<file path="src/sm3_pkg.sv">
// sm3 package: constants and round helper functions
package sm3_pkg;

  localparam logic [31:0] T_LO = 32'h79cc4519;
  localparam logic [31:0] T_HI = 32'h7a879d8a;
  localparam logic [7:0]  PAD_BYTE = 8'h80;

  localparam logic [31:0] IV [8] = '{
    32'h7380166F, 32'h4914B2B9, 32'h172442D7, 32'hDA8A0600,
    32'hA96F30BC, 32'h163138AA, 32'hE38DEE4D, 32'hB0FB0E4E
  };

  localparam logic KIND_BYTE   = 1'b0;
  localparam logic KIND_FINISH = 1'b1;

  typedef logic [31:0] word_t;

  function automatic word_t rotl(input word_t x, input logic [4:0] n);
    logic [63:0] d;
    d = {x, x} << n;
    return d[63:32];
  endfunction

  function automatic word_t perm0(input word_t x);
    return x ^ rotl(x, 5'd9) ^ rotl(x, 5'd17);
  endfunction

  function automatic word_t perm1(input word_t x);
    return x ^ rotl(x, 5'd15) ^ rotl(x, 5'd23);
  endfunction

  // control from the top level to the compression core
  typedef struct packed {
    logic start;
  } cmp_ctl_t;

endpackage

</file>
<file path="src/sm3_core.sv">
// sm3 compression core: 64 rounds, one per cycle, message window in registers loaded from a memory
module sm3_core (
  input  logic                 clk,
  input  logic                 rst_n,
  input  sm3_pkg::cmp_ctl_t    ctl,
  input  sm3_pkg::word_t       cv_in [8],
  // message words, read from the block buffer by word index
  output logic [3:0]           msg_addr,
  input  sm3_pkg::word_t       msg_word,
  output logic                 busy,
  output logic                 done,
  output sm3_pkg::word_t       cv_out [8]
);
  import sm3_pkg::*;

  typedef enum logic [1:0] {S_IDLE, S_LOAD, S_ROUND, S_DONE} state_t;

  state_t      state_r;
  logic [4:0]  ld_r;       // load counter, window fill 0..16
  logic [5:0]  rnd_r;
  word_t       r_r [8];
  word_t       w_r [16];   // rolling expansion window

  word_t wj, wj4, tj, a12, ss1, ss2, ff, gg, tt1, tt2, nw;

  assign msg_addr = ld_r[3:0];
  assign busy = (state_r != S_IDLE);

  always_comb begin
    wj  = w_r[rnd_r[3:0]];
    wj4 = w_r[4'(rnd_r[3:0] + 4'd4)];
    tj  = (rnd_r < 6'd16) ? T_LO : T_HI;
    a12 = rotl(r_r[0], 5'd12);
    ss1 = rotl(a12 + r_r[4] + rotl(tj, rnd_r[4:0]), 5'd7);
    ss2 = ss1 ^ a12;
    if (rnd_r < 6'd16) begin
      ff = r_r[0] ^ r_r[1] ^ r_r[2];
      gg = r_r[4] ^ r_r[5] ^ r_r[6];
    end else begin
      ff = (r_r[0] & r_r[1]) | (r_r[0] & r_r[2]) | (r_r[1] & r_r[2]);
      gg = (r_r[4] & r_r[5]) | (~r_r[4] & r_r[6]);
    end
    tt1 = ff + r_r[3] + ss2 + (wj ^ wj4);
    tt2 = gg + r_r[7] + ss1 + wj;
    nw  = perm1(wj ^ w_r[4'(rnd_r[3:0] + 4'd7)] ^ rotl(w_r[4'(rnd_r[3:0] + 4'd13)], 5'd15))
          ^ rotl(w_r[4'(rnd_r[3:0] + 4'd3)], 5'd7) ^ w_r[4'(rnd_r[3:0] + 4'd10)];
  end

  always_ff @(posedge clk) begin
    done <= 1'b0;
    if (!rst_n) begin
      state_r <= S_IDLE;
      ld_r    <= '0;
      rnd_r   <= '0;
    end else begin
      unique case (state_r)
        S_IDLE: begin
          if (ctl.start) begin
            state_r <= S_LOAD;
            ld_r    <= '0;
            for (int i = 0; i < 8; i++) r_r[i] <= cv_in[i];
          end
        end
        S_LOAD: begin
          // memory read data for address ld_r-1 arrives this cycle
          if (ld_r != 5'd0) w_r[4'(ld_r - 5'd1)] <= msg_word;
          ld_r <= ld_r + 5'd1;
          if (ld_r == 5'd16) begin
            state_r <= S_ROUND;
            rnd_r   <= '0;
          end
        end
        S_ROUND: begin
          r_r[3] <= r_r[2];
          r_r[2] <= rotl(r_r[1], 5'd9);
          r_r[1] <= r_r[0];
          r_r[0] <= tt1;
          r_r[7] <= r_r[6];
          r_r[6] <= rotl(r_r[5], 5'd19);
          r_r[5] <= r_r[4];
          r_r[4] <= perm0(tt2);
          w_r[rnd_r[3:0]] <= nw;
          rnd_r <= rnd_r + 6'd1;
          if (rnd_r == 6'd63) state_r <= S_DONE;
        end
        S_DONE: begin
          for (int i = 0; i < 8; i++) cv_out[i] <= cv_in[i] ^ r_r[i];
          done    <= 1'b1;
          state_r <= S_IDLE;
        end
        default: state_r <= S_IDLE;
      endcase
    end
  end

endmodule

</file>
<file path="src/sm3_stream_hash.sv">
// sm3 stream hash top level: byte gathering, padding and digest output
// Computes the SM3 hash of a byte stream. A message byte (in_kind 0) that
// completes a 64-byte block runs the block through the compression core:
// window load from the block buffer memory (16 reads), 64 rounds at one
// round per cycle, a chaining update and a handoff, during all of which
// in_stall is high. A finish beat (in_kind 1) writes the padding one byte
// per cycle into the block buffer, zeros up to byte 55 and then the bit
// length as two words, compresses one or two blocks, then presents eight
// digest beats, word 0 first, out_last on word 7; the block then starts a
// fresh message from the initial value. The block buffer is a 16 x 32-bit
// memory with a registered read, the chaining value sits in eight registers.
module sm3_stream_hash (
  input  logic        clk,
  input  logic        rst_n,
  input  logic        in_valid,
  output logic        in_stall,
  input  logic        in_kind,
  input  logic [7:0]  in_data_byte,
  output logic        out_valid,
  input  logic        out_stall,
  output logic [31:0] out_digest_word,
  output logic [2:0]  out_word_index,
  output logic        out_last
);
  import sm3_pkg::*;

  typedef enum logic [2:0] {
    S_IDLE, S_COMP, S_PAD, S_LEN, S_FCOMP, S_OUT
  } state_t;

  state_t       state_r;
  logic [5:0]   fill_r;       // bytes held in the block buffer
  logic [54:0]  blocks_r;     // full blocks compressed
  logic [5:0]   pad_ptr_r;    // padding write pointer
  logic [5:0]   fin_fill_r;   // fill at finish, for the length field
  logic         two_r;        // finish needs an extra block
  logic [2:0]   oidx_r;
  word_t        cv_r [8];

  // block buffer: 16 words, byte-writable, one registered read port
  word_t        buf_mem [16];
  word_t        rd_q;
  logic         wr_en;
  logic [3:0]   wr_addr;
  logic [3:0]   wr_be;
  word_t        wr_data;

  cmp_ctl_t     ctl;
  logic [3:0]   msg_addr;
  logic         core_busy, core_done;
  word_t        cv_new [8];
  logic [63:0]  bit_len;

  // the full-block finish case starts its compression here
  logic fstart;
  assign fstart = (state_r == S_FCOMP) && two_r && !core_busy && !core_done;

  // core start is the OR of the two sources
  cmp_ctl_t ctl_q;
  always_comb begin
    ctl_q = ctl;
    ctl_q.start = ctl.start | fstart;
  end

  assign bit_len = {blocks_r, 9'd0} + {55'd0, fin_fill_r, 3'd0};

  always_ff @(posedge clk) begin
    if (wr_en) begin
      for (int b = 0; b < 4; b++)
        if (wr_be[b]) buf_mem[wr_addr][8*b +: 8] <= wr_data[8*b +: 8];
    end
    rd_q <= buf_mem[msg_addr];
  end

  sm3_core u_core (
    .clk, .rst_n, .ctl(ctl_q), .cv_in(cv_r), .msg_addr, .msg_word(rd_q),
    .busy(core_busy), .done(core_done), .cv_out(cv_new)
  );

  // byte lane of a big-endian position within its word
  function automatic logic [3:0] lane(input logic [1:0] p);
    return 4'b1000 >> p;
  endfunction

  always_comb begin
    wr_en = 1'b0;
    wr_addr = '0;
    wr_be = '0;
    wr_data = '0;
    ctl.start = 1'b0;
    in_stall = (state_r != S_IDLE);
    case (state_r)
      S_IDLE: begin
        if (in_valid) begin
          wr_en   = 1'b1;
          wr_addr = fill_r[5:2];
          wr_be   = lane(fill_r[1:0]);
          wr_data = {4{(in_kind == KIND_BYTE) ? in_data_byte : PAD_BYTE}};
          ctl.start = (in_kind == KIND_BYTE) && (fill_r == 6'd63);
        end
      end
      S_PAD: begin
        // zero fill up to the end of the block, or to the length field
        wr_en   = 1'b1;
        wr_addr = pad_ptr_r[5:2];
        wr_be   = lane(pad_ptr_r[1:0]);
        ctl.start = two_r && (pad_ptr_r == 6'd63);
      end
      S_LEN: begin
        wr_en   = 1'b1;
        wr_addr = pad_ptr_r[0] ? 4'd15 : 4'd14;
        wr_be   = 4'hF;
        wr_data = pad_ptr_r[0] ? bit_len[31:0] : bit_len[63:32];
        ctl.start = pad_ptr_r[0];
      end
      default: ;
    endcase
  end

  always_ff @(posedge clk) begin
    if (!rst_n) begin
      state_r  <= S_IDLE;
      fill_r   <= '0;
      blocks_r <= '0;
      oidx_r   <= '0;
      two_r    <= 1'b0;
      for (int i = 0; i < 8; i++) cv_r[i] <= IV[i];
    end else begin
      unique case (state_r)
        S_IDLE: begin
          if (in_valid) begin
            if (in_kind == KIND_BYTE) begin
              fill_r <= fill_r + 6'd1;
              if (fill_r == 6'd63) state_r <= S_COMP;
            end else begin
              fin_fill_r <= fill_r;
              two_r      <= (fill_r > 6'd55);
              pad_ptr_r  <= fill_r + 6'd1;
              if (fill_r == 6'd55) begin
                pad_ptr_r <= 6'd0;
                state_r   <= S_LEN;
              end else if (fill_r == 6'd63) begin
                pad_ptr_r <= 6'd0;
                two_r     <= 1'b0;
                state_r   <= S_FCOMP;  // first block goes out, then zeros
              end else begin
                state_r <= S_PAD;
              end
            end
          end
        end
        S_COMP: begin
          if (core_done) begin
            cv_r     <= cv_new;
            blocks_r <= blocks_r + 55'd1;
            state_r  <= S_IDLE;
          end
        end
        S_PAD: begin
          pad_ptr_r <= pad_ptr_r + 6'd1;
          if (two_r && pad_ptr_r == 6'd63) begin
            two_r     <= 1'b0;
            pad_ptr_r <= 6'd0;
            state_r   <= S_FCOMP;
          end else if (!two_r && pad_ptr_r == 6'd55) begin
            pad_ptr_r <= 6'd0;
            state_r   <= S_LEN;
          end
        end
        S_LEN: begin
          pad_ptr_r <= pad_ptr_r + 6'd1;
          if (pad_ptr_r[0]) begin
            two_r   <= 1'b0;
            state_r <= S_FCOMP;
            fin_fill_r <= fin_fill_r;
            pad_ptr_r  <= 6'd63;  // marks the final block
          end
        end
        S_FCOMP: begin
          if (!core_busy && !core_done && pad_ptr_r == 6'd0 && fin_fill_r == 6'd63
              && !two_r) begin
            // last byte slot: start the block holding the marker byte
            two_r <= 1'b1;
          end
          if (core_done) begin
            cv_r <= cv_new;
            if (pad_ptr_r == 6'd63) begin
              oidx_r  <= '0;
              state_r <= S_OUT;
            end else begin
              two_r   <= 1'b0;   // second block holds zeros and the length
              state_r <= S_PAD;  // clear the second block
            end
          end
        end
        S_OUT: begin
          if (!out_stall) begin
            oidx_r <= oidx_r + 3'd1;
            if (oidx_r == 3'd7) begin
              state_r  <= S_IDLE;
              fill_r   <= '0;
              blocks_r <= '0;
              for (int i = 0; i < 8; i++) cv_r[i] <= IV[i];
            end
          end
        end
        default: state_r <= S_IDLE;
      endcase
    end
  end

  assign out_valid       = (state_r == S_OUT);
  assign out_digest_word = cv_r[oidx_r];
  assign out_word_index  = oidx_r;
  assign out_last        = (oidx_r == 3'd7);

endmodule

</file>
<file path="config.mk">
export PLATFORM = sky130hd
export DESIGN_NAME = sm3_stream_hash
export DESIGN_NICKNAME = d
export VERILOG_FILES = /design/src/sm3_pkg.sv /design/src/sm3_core.sv /design/src/sm3_stream_hash.sv
export SDC_FILE = /design/constraint.sdc
export NUM_CORES = 2
export LEC_CHECK = 0
export CAP_MARGIN = 30
export CORE_MARGIN = 5
export CORE_UTILIZATION = 50
export DETAILED_ROUTE_END_ITERATION = 8
export DONT_BUFFER_PORTS = 1
export GPL_TIMING_DRIVEN = 0
export PLACE_DENSITY = 0.7
export SYNTH_ARGS = -nofsm -noshare
export SYNTH_HDL_FRONTEND = slang
export SYNTH_SLANG_ARGS = --single-unit
</file>
<file path="constraint.sdc">
create_clock -name clk -period 59.5 [get_ports clk]
set_clock_uncertainty 0.15 [all_clocks]
set_input_delay 5.95 -clock clk [delete_from_list [all_inputs] [get_ports clk]]
set_output_delay 5.95 -clock clk [all_outputs]
set_load 0.02 [all_outputs]
</file>
==> flow_summary.json <==
{
  "status": "complete, no violations",
  "syn_nets": 7896,
  "wl_per_cell_um": 41.6,
  "p_int_uw": 2700,
  "ant_nets": 0,
  "critPathRequiredTime_ps": 60070,
  "critPathSlowestCell": "xor2_1",
  "ys_warn_count": 0,
  "grt_pass1_wl_mm": 618,
  "fin_crit_sh": 0.254,
  "hp-start": "fill_r[3]",
  "pre_cts_slack_ps": 44930,
  "worst_slew_pin_slew_ps": 1140,
  "fin_nets": 8286,
  "crit_type": "register to register",
  "fin_tns_setup_ps": 0,
  "cts.repair.resized": 0,
  "portBuffers": 0,
  "die_y_um": 475,
  "antenna_found_initial": 21,
  "routed_wirelength_mm": 457,
  "cp.arrival_ps": 15710,
  "synth_area_um2": 108000,
  "die_x_um": 475,
  "grt-ovfl-total": 0,
  "post-dp-hpwl_mm": 342,
  "synth_cells": 7571,
  "seq_area_um2": 54000,
  "drv_slew": 0,
  "pwr-share-clk": 0.349,
  "grt_pass1_vias": 74200,
  "max_freq_ghz": 0.0661,
  "crit_path_start_kind": "register",
  "p_per_area_nw_per_um2": 32.9,
  "clk_path_buf_depth": 3,
  "start_util": 0.503,
  "syn_to_final_growth_pct": 12.8,
  "min_period_ps": 15140,
  "clk_pin_slew_ps": 70,
  "cap_viol_max_count": 0,
  "relSlewSlack": 0.238,
  "setup_viol": 0,
  "cp_slowest_stage_delay_ps": 730,
  "crit_top_cell": "fa_1",
  "comb_power_share": 0.273,
  "finalHoldViolations": 0,
  "cts_buffers": 204,
  "peakVddDrop_uv": 36.0,
  "synth_cell_types": 92,
  "cts.sinks": 1922,
  "n_fill_cell": 16900,
  "synth_seq_cells": 1922,
  "postCtsHoldBufs": 0,
  "drt-initial-drc-count": 13700,
  "end_kind": "register",
  "num_io_pins": 51,
  "p_sw_uw": 1310,
  "postCtsSetupBuffers": 0,
  "p_leak_uw": 0.0408,
  "switching_share": 0.326,
  "row_count": 170,
  "grt_use_met2": 0.591,
  "synth_flop_cell": "edfxtp_1",
  "syn_area_per_cell_um2": 14.3,
  "fp.coreArea_um2": 215000,
  "setup_slack_ps": 44360,
  "ctsHtreeMaxLevel": 4,
  "grtUsageMet3": 0.144,
  "yosysSeqAreaShare": 0.500,
  "synth_edf_count": 1548,
  "multi_input_area_um2": 50900,
  "grt_max_degree": 63,
  "grt-busiest-layer": "met2",
  "met1_usage": 0.494,
  "first_pass_iters": 8,
  "cts_tree": "yes",
  "min_path_type": "register to register",
  "vias_per_cell": 7.09,
  "timing.rr.start": "u_core.rnd_r[5]",
  "cp_max_fo": 13,
  "drc": 0,
  "vias": 78000,
  "dieArea_um2": 225000,
  "synthArstFlopShare": 0,
  "cp-startpoint": "u_core.rnd_r[5]",
  "place.gp.congestion": 1.07,
  "cts_root_buffer": "clkbuf_16",
  "seqPwrFrac": 0.378,
  "rsz0062_at_grt": "no",
  "clk_latency_ps": 900,
  "track_usage": 0.402,
  "drive_gt1_frac": 0.230
}
[sequential cells by signal, summed over array words and instances, names as in the netlist, named ones only]
register        count
buf_mem           512
u_core.w_r        512
cv_r              256
u_core.cv_out     256
u_core.r_r        256
blocks_r           55
rd_q               32
fill_r              6
fin_fill_r          6
pad_ptr_r           6
u_core.rnd_r        6
u_core.ld_r         5
out_word_index      3
state_r             3
u_core.state_r      2
two_r               1
u_core.done         1
[logic make-up after synthesis]
kind of cell | Yosys count | share of synthesized area
buf+inv | 817 | 0.0307
compound gates | 966 | 0.0566
fa+ha+maj | 313 | 0.0493
simple gates | 1587 | 0.0638
flops | 1922 | 0.500
xor+xnor | 751 | 0.0645
mux | 1215 | 0.235
[worst max-delay path: cells and delay by family, from the launching register on]
kind	cells	cell delay, ps
AO/OA/AOI/OAI	19	5920
XOR/XNOR	3	1330
adder cells (fa/ha/maj)	8	2870
buffers and inverters	10	3430
flip-flops	1	600
multiplexers	1	210
AND/OR/NAND/NOR	3	400
[placed cells by master, fill, tap and decap left out, drive strengths merged, types with 14 or more instances in the layout]
cell	count
a21o	49
a21oi	139
a22oi	140
a31o	14
a31oi	30
and3	26
buf	378
bufinv	31
clkbuf	546
clkinv	64
clkinvlp	20
dfxtp	374
diode	15
edfxtp	1548
fa	188
ha	124
inv	347
mux2	49
mux2i	111
mux4	1055
nand2	907
nand2b	20
nand3	51
nand4	18
nor2	286
nor2b	171
nor3	46
o211ai	15
o21a	22
o21ai	320
o21bai	14
o22ai	129
or3	16
xnor2	370
xor2	374
[stage by stage]
step	power [uW]	utilization	std cells	cell area, um2	hold WS [ps]
6_report	4010	0.567	11000	122000	282
5_1_grt	4110	0.567	11000	122000	309
2_1_floorplan	2220	-	7571	108000	256
3_5_place_dp	2590	0.532	10600	114000	275
3_3_place_gp	2580	0.519	10400	112000	267
4_1_cts	3970	0.566	11000	122000	279
[path summary, 6_finish.rpt]
path | to | slack [ps] | cells after the start
worst max-delay path | u_core.r_r[0][31] | 44360 | 44
worst min-delay path | fin_fill_r[3] | 280 | 0
worst max register to register | u_core.r_r[0][31] | 44360 | 44
worst min register to register | fin_fill_r[3] | 280 | 0
[synthesized netlist by cell type (all sizes together), types with 7 or more instances]
cell	instances	share of area
nand3	51	0.0024
fa	188	0.035
o31ai	9	0.00088
a31o	14	0.0011
a31oi	30	0.0017
o22ai	129	0.0075
xnor2	370	0.033
a22oi	140	0.0097
edfxtp	1548	0.43
o21bai	14	0.00097
xnor3	7	0.0015
mux4	1055	0.22
nand3b	8	0.00056
buf	194	0.0091
nand2	907	0.032
xor2	374	0.031
nor2b	171	0.0099
o211ai	15	0.0011
o21ai	320	0.015
mux2	49	0.0051
a21oi	139	0.0065
nand4	18	0.0010
nor3	46	0.0022
dfxtp	374	0.069
nand2b	20	0.0012
o221ai	7	0.00063
a21boi	10	0.00069
clkbuf	283	0.0098
and3	26	0.0015
ha	124	0.014
a21o	49	0.0034
a211o	7	0.00057
and2	11	0.00064
or3	16	0.00093
a211oi	12	0.00088
nor2	286	0.010
mux2i	111	0.010
inv	340	0.012
o21a	22	0.0015
[power groups by stage]
stage | combinational, uW | clock (uW) | sequential [uW]
after floorplan | 676 | 0 | 1550
after global placement | 1020 | 0 | 1560
after detailed placement | 1050 | 0 | 1540
after CTS | 1060 | 1400 | 1520
after global routing | 1130 | 1460 | 1520
final | 1090 | 1400 | 1520
[layer usage]
layer / part of all wire / vias up
met2: 0.43 / 6939
li1: - / 29700
met1: 0.34 / 39600
met4: 0.094 / 16
met3: 0.14 / 1651
met5: 0.00053 / -
[area by class of cell]
| class | instances | share of cell area |
|---|---|---|
| Sequential cell | 1922 | 0.443 |
| Multi-Input combinational cell | 4832 | 0.418 |
| Clock buffer | 263 | 0.0456 |
| Tap cell | 2838 | 0.0291 |
| Timing Repair Buffer | 184 | 0.0219 |
| Buffer | 477 | 0.0170 |
| Clock inverter | 122 | 0.0148 |
| Inverter | 340 | 0.0105 |
| Antenna cell | 15 | 0.000308 |
No activity file was read; power rests on OpenSTA's default activity.
